## src/hw/rtl/itor_pkg.sv

```systemverilog
package itor_pkg;

  // format kinds
  localparam logic [1:0] KIND_UDEC = 2'd0;
  localparam logic [1:0] KIND_SDEC = 2'd1;
  localparam logic [1:0] KIND_HEX  = 2'd2;
  localparam logic [1:0] KIND_OCT  = 2'd3;

  localparam logic [6:0] CHAR_MINUS = 7'h2D;
  localparam logic [6:0] CHAR_ZERO  = 7'h30;
  localparam logic [6:0] CHAR_X     = 7'h78;
  localparam logic [6:0] CHAR_SPACE = 7'h20;

  typedef struct packed {
    logic [1:0]  kind;
    logic [31:0] value;
  } in_item_t;

  typedef struct packed {
    logic [6:0] character;
    logic       last;
  } out_item_t;

  typedef struct packed {
    logic full;
    logic empty;
  } q_status_t;

  function automatic logic [6:0] digit_char(input logic [3:0] d);
    logic [6:0] c;
    case (d)
      4'h0: c = 7'h30;
      4'h1: c = 7'h31;
      4'h2: c = 7'h32;
      4'h3: c = 7'h33;
      4'h4: c = 7'h34;
      4'h5: c = 7'h35;
      4'h6: c = 7'h36;
      4'h7: c = 7'h37;
      4'h8: c = 7'h38;
      4'h9: c = 7'h39;
      4'hA: c = 7'h41;
      4'hB: c = 7'h42;
      4'hC: c = 7'h43;
      4'hD: c = 7'h44;
      4'hE: c = 7'h45;
      default: c = 7'h46;
    endcase
    return c;
  endfunction

endpackage

```

## src/hw/rtl/itor_front.sv

```systemverilog
module itor_front import itor_pkg::*; #(
  parameter int WORD_BITS = 32
) (
  input  logic                   in_valid,
  output logic                   in_stall,
  input  in_item_t               in_data,
  input  q_status_t              q_status,
  output logic                   q_push,
  output logic [WORD_BITS+2:0]   q_wdata
);

  logic [WORD_BITS-1:0] word;
  logic                 neg;
  logic [WORD_BITS-1:0] mag;

  // bits above the word width are dropped, narrower input is zero-extended
  assign word = WORD_BITS'(in_data.value);
  assign neg  = (in_data.kind != KIND_UDEC) && word[WORD_BITS-1];
  assign mag  = neg ? (~word + WORD_BITS'(1)) : word;

  assign in_stall = q_status.full;
  assign q_push   = in_valid && !q_status.full;
  assign q_wdata  = {in_data.kind, neg, mag};

endmodule

```

## src/hw/rtl/itor_queue.sv

```systemverilog
module itor_queue import itor_pkg::*; #(
  parameter int WIDTH = 35
) (
  input  logic             clk,
  input  logic             rst_n,
  input  logic             push,
  input  logic [WIDTH-1:0] wdata,
  input  logic             pop,
  output logic [WIDTH-1:0] rdata,
  output q_status_t        status
);

  logic [WIDTH-1:0] mem_r [2];
  logic             wr_ptr_r;
  logic             rd_ptr_r;
  logic [1:0]       cnt_r;

  assign rdata        = mem_r[rd_ptr_r];
  assign status.full  = (cnt_r == 2'd2);
  assign status.empty = (cnt_r == 2'd0);

  always_ff @(posedge clk) begin
    if (push) begin
      mem_r[wr_ptr_r] <= wdata;
    end
  end

  always_ff @(posedge clk) begin
    if (!rst_n) begin
      wr_ptr_r <= 1'b0;
      rd_ptr_r <= 1'b0;
      cnt_r    <= 2'd0;
    end else begin
      if (push) begin
        wr_ptr_r <= ~wr_ptr_r;
      end
      if (pop) begin
        rd_ptr_r <= ~rd_ptr_r;
      end
      if (push && !pop) begin
        cnt_r <= cnt_r + 2'd1;
      end else if (pop && !push) begin
        cnt_r <= cnt_r - 2'd1;
      end
    end
  end

endmodule

```

## src/hw/rtl/itor_back.sv

```systemverilog
module itor_back import itor_pkg::*; #(
  parameter int WORD_BITS = 32
) (
  input  logic                 clk,
  input  logic                 rst_n,
  input  q_status_t            q_status,
  input  logic [WORD_BITS+2:0] q_rdata,
  output logic                 q_pop,
  output logic                 out_valid,
  input  logic                 out_stall,
  output out_item_t            out_data
);

  // enough digit slots for octal, which always needs the most
  localparam int ND = (WORD_BITS + 2) / 3;
  localparam int DW = ND * 4;
  localparam int OW = ND * 3;
  localparam int CW = $clog2(WORD_BITS + 1);
  localparam int RW = $clog2(ND + 1);

  localparam logic [2:0] ST_IDLE  = 3'd0;
  localparam logic [2:0] ST_CONV  = 3'd1;
  localparam logic [2:0] ST_SIGN  = 3'd2;
  localparam logic [2:0] ST_PFX0  = 3'd3;
  localparam logic [2:0] ST_PFXX  = 3'd4;
  localparam logic [2:0] ST_DIGS  = 3'd5;
  localparam logic [2:0] ST_SPACE = 3'd6;

  logic [2:0]           state_r,     state_nxt;
  logic [1:0]           kind_r,      kind_nxt;
  logic                 neg_r,       neg_nxt;
  logic [WORD_BITS-1:0] mag_r,       mag_nxt;
  logic [DW-1:0]        dig_r,       dig_nxt;
  logic [CW-1:0]        cnt_r,       cnt_nxt;
  logic [RW-1:0]        rem_r,       rem_nxt;
  logic                 seen_r,      seen_nxt;
  logic                 out_valid_r, out_valid_nxt;
  out_item_t            out_data_r,  out_data_nxt;

  logic [1:0]           e_kind;
  logic                 e_neg;
  logic [WORD_BITS-1:0] e_mag;
  logic [DW-1:0]        hex_vec;
  logic [OW-1:0]        oct_pad;
  logic [DW-1:0]        oct_vec;
  logic [DW-1:0]        adj_vec;
  logic [3:0]           top_dig;
  logic                 slot_free;
  logic                 emit;
  logic [6:0]           emit_char;
  logic                 emit_last;

  assign e_kind = q_rdata[WORD_BITS+2:WORD_BITS+1];
  assign e_neg  = q_rdata[WORD_BITS];
  assign e_mag  = q_rdata[WORD_BITS-1:0];

  assign hex_vec = DW'(e_mag);
  assign oct_pad = OW'(e_mag);

  always_comb begin
    for (int i = 0; i < ND; i++) begin
      oct_vec[4*i +: 4] = {1'b0, oct_pad[3*i +: 3]};
      // shift-and-add-3 correction per BCD digit
      if (dig_r[4*i +: 4] >= 4'd5) begin
        adj_vec[4*i +: 4] = dig_r[4*i +: 4] + 4'd3;
      end else begin
        adj_vec[4*i +: 4] = dig_r[4*i +: 4];
      end
    end
  end

  assign top_dig   = dig_r[DW-1 -: 4];
  assign slot_free = !out_valid_r || !out_stall;

  always_comb begin
    state_nxt = state_r;
    kind_nxt  = kind_r;
    neg_nxt   = neg_r;
    mag_nxt   = mag_r;
    dig_nxt   = dig_r;
    cnt_nxt   = cnt_r;
    rem_nxt   = rem_r;
    seen_nxt  = seen_r;
    q_pop     = 1'b0;
    emit      = 1'b0;
    emit_char = CHAR_SPACE;
    emit_last = 1'b0;
    case (state_r)
      ST_IDLE: begin
        if (!q_status.empty) begin
          q_pop    = 1'b1;
          kind_nxt = e_kind;
          neg_nxt  = e_neg;
          mag_nxt  = e_mag;
          rem_nxt  = RW'(ND);
          seen_nxt = 1'b0;
          cnt_nxt  = CW'(WORD_BITS);
          if (e_kind == KIND_HEX) begin
            dig_nxt   = hex_vec;
            state_nxt = ST_SIGN;
          end else if (e_kind == KIND_OCT) begin
            dig_nxt   = oct_vec;
            state_nxt = ST_SIGN;
          end else begin
            dig_nxt   = '0;
            state_nxt = ST_CONV;
          end
        end
      end
      ST_CONV: begin
        dig_nxt = {adj_vec[DW-2:0], mag_r[WORD_BITS-1]};
        mag_nxt = mag_r << 1;
        cnt_nxt = cnt_r - CW'(1);
        if (cnt_r == CW'(1)) begin
          state_nxt = ST_SIGN;
        end
      end
      ST_SIGN: begin
        if (!neg_r) begin
          state_nxt = ST_PFX0;
        end else if (slot_free) begin
          emit      = 1'b1;
          emit_char = CHAR_MINUS;
          state_nxt = ST_PFX0;
        end
      end
      ST_PFX0: begin
        if (!(kind_r inside {KIND_HEX, KIND_OCT})) begin
          state_nxt = ST_DIGS;
        end else if (slot_free) begin
          emit      = 1'b1;
          emit_char = CHAR_ZERO;
          state_nxt = (kind_r == KIND_HEX) ? ST_PFXX : ST_DIGS;
        end
      end
      ST_PFXX: begin
        if (slot_free) begin
          emit      = 1'b1;
          emit_char = CHAR_X;
          state_nxt = ST_DIGS;
        end
      end
      ST_DIGS: begin
        // drop leading zeros, but always keep the last digit
        if (!seen_r && top_dig == 4'd0 && rem_r > RW'(1)) begin
          dig_nxt = dig_r << 4;
          rem_nxt = rem_r - RW'(1);
        end else if (slot_free) begin
          emit      = 1'b1;
          emit_char = digit_char(top_dig);
          seen_nxt  = 1'b1;
          dig_nxt   = dig_r << 4;
          rem_nxt   = rem_r - RW'(1);
          if (rem_r == RW'(1)) begin
            state_nxt = ST_SPACE;
          end
        end
      end
      ST_SPACE: begin
        if (slot_free) begin
          emit      = 1'b1;
          emit_char = CHAR_SPACE;
          emit_last = 1'b1;
          state_nxt = ST_IDLE;
        end
      end
      default: begin
        state_nxt = ST_IDLE;
      end
    endcase
  end

  always_comb begin
    out_valid_nxt = out_valid_r;
    out_data_nxt  = out_data_r;
    if (emit) begin
      out_valid_nxt          = 1'b1;
      out_data_nxt.character = emit_char;
      out_data_nxt.last      = emit_last;
    end else if (!out_stall) begin
      out_valid_nxt = 1'b0;
    end
  end

  always_ff @(posedge clk) begin
    if (!rst_n) begin
      state_r     <= ST_IDLE;
      out_valid_r <= 1'b0;
    end else begin
      state_r     <= state_nxt;
      out_valid_r <= out_valid_nxt;
    end
  end

  always_ff @(posedge clk) begin
    kind_r     <= kind_nxt;
    neg_r      <= neg_nxt;
    mag_r      <= mag_nxt;
    dig_r      <= dig_nxt;
    cnt_r      <= cnt_nxt;
    rem_r      <= rem_nxt;
    seen_r     <= seen_nxt;
    out_data_r <= out_data_nxt;
  end

  assign out_valid = out_valid_r;
  assign out_data  = out_data_r;

endmodule

```

## src/hw/rtl/integer_to_ascii_radix.sv

```systemverilog
// Channel  Ports                          Moves
// input    in_valid/in_stall/in_data      kind + 32-bit word, one item per number
// output   out_valid/out_stall/out_data   one ASCII character per item, last on space
//
// Each item is popped; decimal items then run the shift-and-add-3 loop over
// every word bit, and all go on through sign, prefix, digit scan and the space.
// Hex and octal skip the loop.
// A two-entry queue lets up to two items wait while the back end works.
// Reset is synchronous, active low; it empties the queue and the output.
// Output stalls hold the character register and pause emission; leading-zero skipping goes on.
module integer_to_ascii_radix import itor_pkg::*; #(
  parameter int WORD_BITS = 32
) (
  input  logic      clk,
  input  logic      rst_n,
  input  logic      in_valid,
  output logic      in_stall,
  input  in_item_t  in_data,
  output logic      out_valid,
  input  logic      out_stall,
  output out_item_t out_data
);

  localparam int QW = WORD_BITS + 3;

  q_status_t     q_status;
  logic          q_push;
  logic          q_pop;
  logic [QW-1:0] q_wdata;
  logic [QW-1:0] q_rdata;

  itor_front #(.WORD_BITS(WORD_BITS)) u_front (
    .in_valid (in_valid),
    .in_stall (in_stall),
    .in_data  (in_data),
    .q_status (q_status),
    .q_push   (q_push),
    .q_wdata  (q_wdata)
  );

  itor_queue #(.WIDTH(QW)) u_queue (
    .clk    (clk),
    .rst_n  (rst_n),
    .push   (q_push),
    .wdata  (q_wdata),
    .pop    (q_pop),
    .rdata  (q_rdata),
    .status (q_status)
  );

  itor_back #(.WORD_BITS(WORD_BITS)) u_back (
    .clk       (clk),
    .rst_n     (rst_n),
    .q_status  (q_status),
    .q_rdata   (q_rdata),
    .q_pop     (q_pop),
    .out_valid (out_valid),
    .out_stall (out_stall),
    .out_data  (out_data)
  );

endmodule

```

## config.mk

```make
export PLATFORM = sky130hd
export DESIGN_NAME = integer_to_ascii_radix
export DESIGN_NICKNAME = d
export VERILOG_FILES = /design/src/hw/rtl/itor_pkg.sv /design/src/hw/rtl/itor_front.sv /design/src/hw/rtl/itor_queue.sv /design/src/hw/rtl/itor_back.sv /design/src/hw/rtl/integer_to_ascii_radix.sv
export SDC_FILE = /design/constraint.sdc
export NUM_CORES = 1
export LEC_CHECK = 0
export BUFFER_PORTS_ARGS = -buffer_cell sky130_fd_sc_hd__buf_2
export CAP_MARGIN = 40
export CORE_ASPECT_RATIO = 2
export CORE_MARGIN = 2
export CORE_UTILIZATION = 40
export CTS_BUF_LIST = sky130_fd_sc_hd__clkbuf_4
export DETAILED_ROUTE_END_ITERATION = 7
export PLACE_DENSITY = 0.65
export REMOVE_ABC_BUFFERS = 1
export SLEW_MARGIN = 30
export SYNTH_ARGS = -nofsm -noshare
export SYNTH_HDL_FRONTEND = slang
export SYNTH_SLANG_ARGS = --single-unit
```

## constraint.sdc

```tcl
create_clock -name clk -period 4.7 [get_ports clk]
set_input_delay 0.235 -clock clk [delete_from_list [all_inputs] [get_ports clk]]
set_output_delay 0.235 -clock clk [all_outputs]
set_load 0.1 [all_outputs]
```

**Yosys cells after proc, flatten, opt, wreduce, memory -nomap -nowiden**

Memories as Yosys holds them, arrays and structs flattened. A register that Yosys moved wholly into a read port is not among the register bits.
Cells that the tools add are included.

- Latch bits: 0
- Bits in registers: 106
- RAM bits: 70
- Memories kept: 2
- Output and inout port bits: 10
- Bits in read-only memories: 112

- Reductions and logical operators: 29
- Multipliers: 0
- Shift-type cells: 0
- Magnitude comparators: 12
- Bitwise operators: 4
- Equality and inequality tests: 24
- $add $sub $neg: 16
- Divide/modulo/power cells: 0
- Multiplexer cells: 69

Memory list:

| memory | depth | bits a word | rd ports | clocked after memory_dff | write ports | RTL line | RTL |
|---|---|---|---|---|---|---|---|
| (name not given) | 16 | 7 | 1 | 1 | 0 | itor_pkg.sv:31 | `case (d)` |
| u_queue.mem_r | 2 | 35 | 1 | 1 | 1 | itor_queue.sv:13 | `logic [WIDTH-1:0] mem_r [2];` |

Operators by type and width:

| operator | count |
|---|---|
| $mux 44 | 4 |
| $pmux 44 s3 | 1 |
| $mux 32 | 2 |
| $pmux 32 s2 | 1 |
| $mux 4 | 15 |
| $ge 4x3->1 const B | 11 |
| $mux 42 | 1 |
| $add 4x2->4 const B | 10 |
| $mux 3 | 13 |
| $mux 7 | 5 |
| $add 32x1->32 const B | 1 |
| $not 32->32 | 1 |
| $pmux 7 s4 | 1 |
| $pmux 3 s7 | 1 |
| $mux 1 | 16 |
| $ne 2x1->1 const B | 6 |
| $pmux 6 s2 | 1 |
| $eq 2x2->1 const B | 5 |
| $reduce_bool 2->1 | 5 |
| $eq 3x3->1 const B | 3 |
| $reduce_and 9->1 | 1 |
| $pmux 4 s2 | 1 |
| $eq 3x2->1 const B | 2 |
| $eq 6x1->1 const B | 1 |
| 29 further kinds | 46 |

**Longest topological paths before layout**

- Word-level depth: 7
- Mapped depth: 12
- Depth with buffers taken out: 11

**Cells and area by module**

A second synthesis with hierarchy kept.

- Cell total of the unflattened synthesis: 862
- Area, all modules: 9724.3 um2

By module, submodules not included:

| module | area an instance (um2) | times used | seq. area each (um2) | cells each |
|---|---|---|---|---|
| itor_back | 6180.9 | 1 | 3143.0 | 621 |
| itor_queue | 2742.6 | 1 | 2202.1 | 131 |
| itor_front | 800.8 | 1 | 0.0 | 110 |

**Worst setup path before layout**

Ideal clock, no wire load.

- Path type: register to register
- Start: register u_back.dig_r[40]
- End: register with a tool-made name
- Library setup time: 134 ps
- Buffers on the path: 1
- Slack: 1374 ps
- Data arrival time: 3191 ps
- Period minus slack after synthesis: 3326 ps
- Stages on the path, launching flop included: 12
- Cells stage by stage: edfxtp_1 -> inv_1 -> ha_1 -> nor4b_4 -> o31ai_1 -> a211o_1 -> buf_6 -> inv_1 -> mux2i_2 -> ha_1 -> nor3_1 -> a211oi_1

RTL lines:

| item | RTL line | RTL |
|---|---|---|
| from (decl) | itor_back.sv:33 | `logic [DW-1:0] dig_r, dig_nxt;` |
| from (signal assigned) | itor_back.sv:199 | `dig_r <= dig_nxt;` |

==> flow_summary.toml <==
[status]
status = "finished, final reports clean"

[synth]
synthCells = 896
yosys_warnings = 0
synthFlopType = "edfxtp_1"
synth.distinct_cells = 72
yosysSeqAreaShare_pct = 54.64
synth-edff-count = 168
netlist_area_um2 = 9783
ys_ff_latch = 183
async_flop_share_pct = 0
synth_area_per_cell_um2 = 10.92

[sta]
maxSlewViolCount = 0
finalClockSkew_ns = 0.02546
worst_pin_slew_ns = 0.7101
period_minus_slack_ns = 2.947
tns_ns = 0
max_freq_mhz = 339.3
setup_viol = 0
rsz0062_at_grt = "no"
max_slew_margin_pct = 52.55
finalHoldViolCount = 0
fin_crit_sh_pct = 62.70

[cts]
cts_tree = "done"
clkTransAtPathRegs_ns = 0.14
clock_sinks = 183
cts-htree-levels = 4
cts_buffers = 17
post_cts_resized = 0
ctsLongestPathBuffers = 2
cts_root_buffer = "clkbuf_4"
worstSkewPairLatency_ns = 0.58

[drt]
drc = 0
vias_per_cell = 5.475
drt-initial-drc-count = 489
drt-pass1-iter-count = 6
wl_per_cell_um = 16.63
final_antenna_net_count = 0
drt-total-wl_um = 20890
vias = 6876

[power]
power.density_nw_per_um2 = 669.1
power_leakage_nw = 4.074
finalPower_mw = 7.260
vdd_drop_max_mv = 0.2960

[min_path]
min_from = "in_data[15]"
hp-class = "input port to flip-flop"
whs_path_depth = 2
holdPathEnd = "u_queue.mem_r[1][15]"

[place]
dpl.hpwl_um = 14960
numPortBuffers = 47
gp_congestion = 0.8738

[final_layout]
nets = 1022
drive_above_1_share_pct = 12.85
final_common_cell = "edfxtp_1"
final_cell_mix = "edfxtp_1 (168), nor2_1 (119), a21oi_1 (113), mux2i_1 (53), nand2_1 (52)"
fillers = 2190
syn_to_final_growth_pct = 10.91

[worst_setup_path]
ff2ff_setup_slack_ns = 1.75
crit_path_top_delay_cell = "edfxtp_1"
critical_path_required_ns = 5.15
crit_chain = "mux2i_1 -> inv_1 -> nand3_2 -> o221ai_2 -> mux2i_2 -> ha_1 -> nor3_1 -> a211oi_1"
path_buf_inv = 1
rr_worst_depth = 8
crit_arrival_ns = 3.40
cp_max_fo = 18
crit_family = "flip-flops"
rr_startpoint = "u_queue.mem_r[0][33]"
critPathCaptureType = "flip-flop"
cp-start-kind = "flip-flop"
cpPeakStageDelay_ns = 0.72
worstSetupPathType = "flip-flop to flip-flop"

[global_routing]
grt_max_degree = 63
use_met1_pct = 21.17
met2_usage_pct = 27.85
gr-usage-all-layers_pct = 16.47
busiest_layer = "met2"
antenna_found_initial = 1
grt_use_met3_pct = 3.308
grt_pass1_vias = 6774
gr-total-overflow = 0
grt_pass1_wl_um = 33530

[die]
initial_core_util_pct = 40.39
rows = 81
dieWidth_um = 114.6
io_pins = 48
core-area_um2 = 24220
die_h_um = 225.2
die_area_um2 = 25800

[run]
drv_cap = 0
==> layer usage <==
metal / wire length (µm) / part of all wire, %
met1: 9114 / 44
met2: 10450 / 50
met3: 978 / 4.7
met4: 339 / 1.6
met5: 0 / 0
==> final cells by class <==
class | instances | area, µm² | area share, %
Multi-Input combinational cell | 620 | 4065 | 37.47
Inverter | 49 | 183.9 | 1.695
Antenna cell | 1 | 2.502 | 0.02306
Tap cell | 290 | 362.8 | 3.344
Clock inverter | 14 | 172.7 | 1.591
Timing Repair Buffer | 82 | 588.1 | 5.420
Clock buffer | 17 | 127.6 | 1.176
Sequential cell | 183 | 5348 | 49.29
==> power breakdown <==
group	switching, mW	internal (mW)	leakage (nW)	total [mW]
Combinational	2.06	1.15	2.19	3.21
Sequential	0.440	2.70	1.72	3.14
Clock	0.536	0.371	0.161	0.908
Total	3.04	4.22	4.07	7.26
==> cells by family after synthesis <==
logic type               count (synthesis)  share of synthesized area [%]
AND/OR/NAND/NOR                        241                          11.51
AO/OA/AOI/OAI                          229                          14.34
flip-flops                             183                          54.64
buffers and inverters                   93                          3.888
multiplexers                            65                          6.830
XOR/XNOR                                54                          4.834
adder cells (fa/ha/maj)                 31                          3.965
==> cell usage after synthesis, types with 12 or more instances <==
master | count | area share [%]
nor3_1 | 16 | 0.82
xnor2_1 | 29 | 2.6
nand2b_1 | 12 | 0.77
mux2i_1 | 53 | 5.4
edfxtp_1 | 168 | 52
a21oi_1 | 113 | 5.8
nor2_1 | 120 | 4.6
ha_1 | 31 | 4.0
o22ai_1 | 31 | 2.0
o21ai_0 | 30 | 1.5
xor2_1 | 25 | 2.2
dfxtp_1 | 15 | 3.1
nand2_1 | 52 | 2.0
clkbuf_1 | 20 | 0.77
inv_1 | 47 | 1.8
==> timing repair <==
item | in CTS | in global routing
hold buffers | 23 | 2
endpoints found under the hold margin | 47 | 4
endpoints found under the setup margin | 0 | 0
buffers inserted | 0 | 0
==> per-stage QoR <==
step | cell area (µm²) | util (%) | hold WS [ns] | setup WS (ns) | std cells
2_1_floorplan | 9587 | - | 0.3339 | 0.08586 | 852
3_3_place_gp | 10250 | 42.34 | 0.4730 | 1.929 | 1197
4_1_cts | 10810 | 44.64 | 0.0006393 | 1.831 | 1252
6_report | 10850 | 44.80 | 0.05014 | 1.753 | 1256
3_5_place_dp | 10280 | 42.45 | 0.4805 | 1.860 | 1198
5_1_grt | 10850 | 44.80 | 0.007478 | 1.575 | 1256
==> worst register-to-register path, delay by kind of cell (launching register included) <==
family,cells,cell delay [ns]
adders and majority gates,1,0.34
and+or+nand+nor,2,0.69
AOI/OAI and AO/OA,2,0.50
DFF,1,0.72
buffers and inverters,1,0.21
muxes,2,0.37
==> how the worst max path moves through the flow <==
stage / start / end / slack (ns) / depth (start not counted)
2_1_floorplan: u_back.state_r[2] / flip-flop / 0.09 / 8
3_3_place_gp: u_queue.mem_r[0][33] / flip-flop / 1.93 / 8
3_5_place_dp: u_queue.mem_r[0][33] / flip-flop / 1.86 / 8
4_1_cts: u_queue.mem_r[0][33] / flip-flop / 1.83 / 8
5_1_grt: u_queue.mem_r[0][33] / flip-flop / 1.57 / 8
6_report: u_queue.mem_r[0][33] / flip-flop / 1.75 / 8
==> state kept, by name, indices dropped and copies added, names as in the netlist, named ones only <==
signal,cells
u_back.cnt_r,6
u_back.dig_r,44
u_back.kind_r,2
u_back.mag_r,32
u_back.neg_r,1
u_back.out_data,8
u_back.out_valid,1
u_back.rem_r,4
u_back.seen_r,1
u_back.state_r,3
u_queue.cnt_r,2
u_queue.mem_r,70
u_queue.rd_ptr_r,1
u_queue.wr_ptr_r,1
No activity file was read; power rests on OpenSTA's default activity.
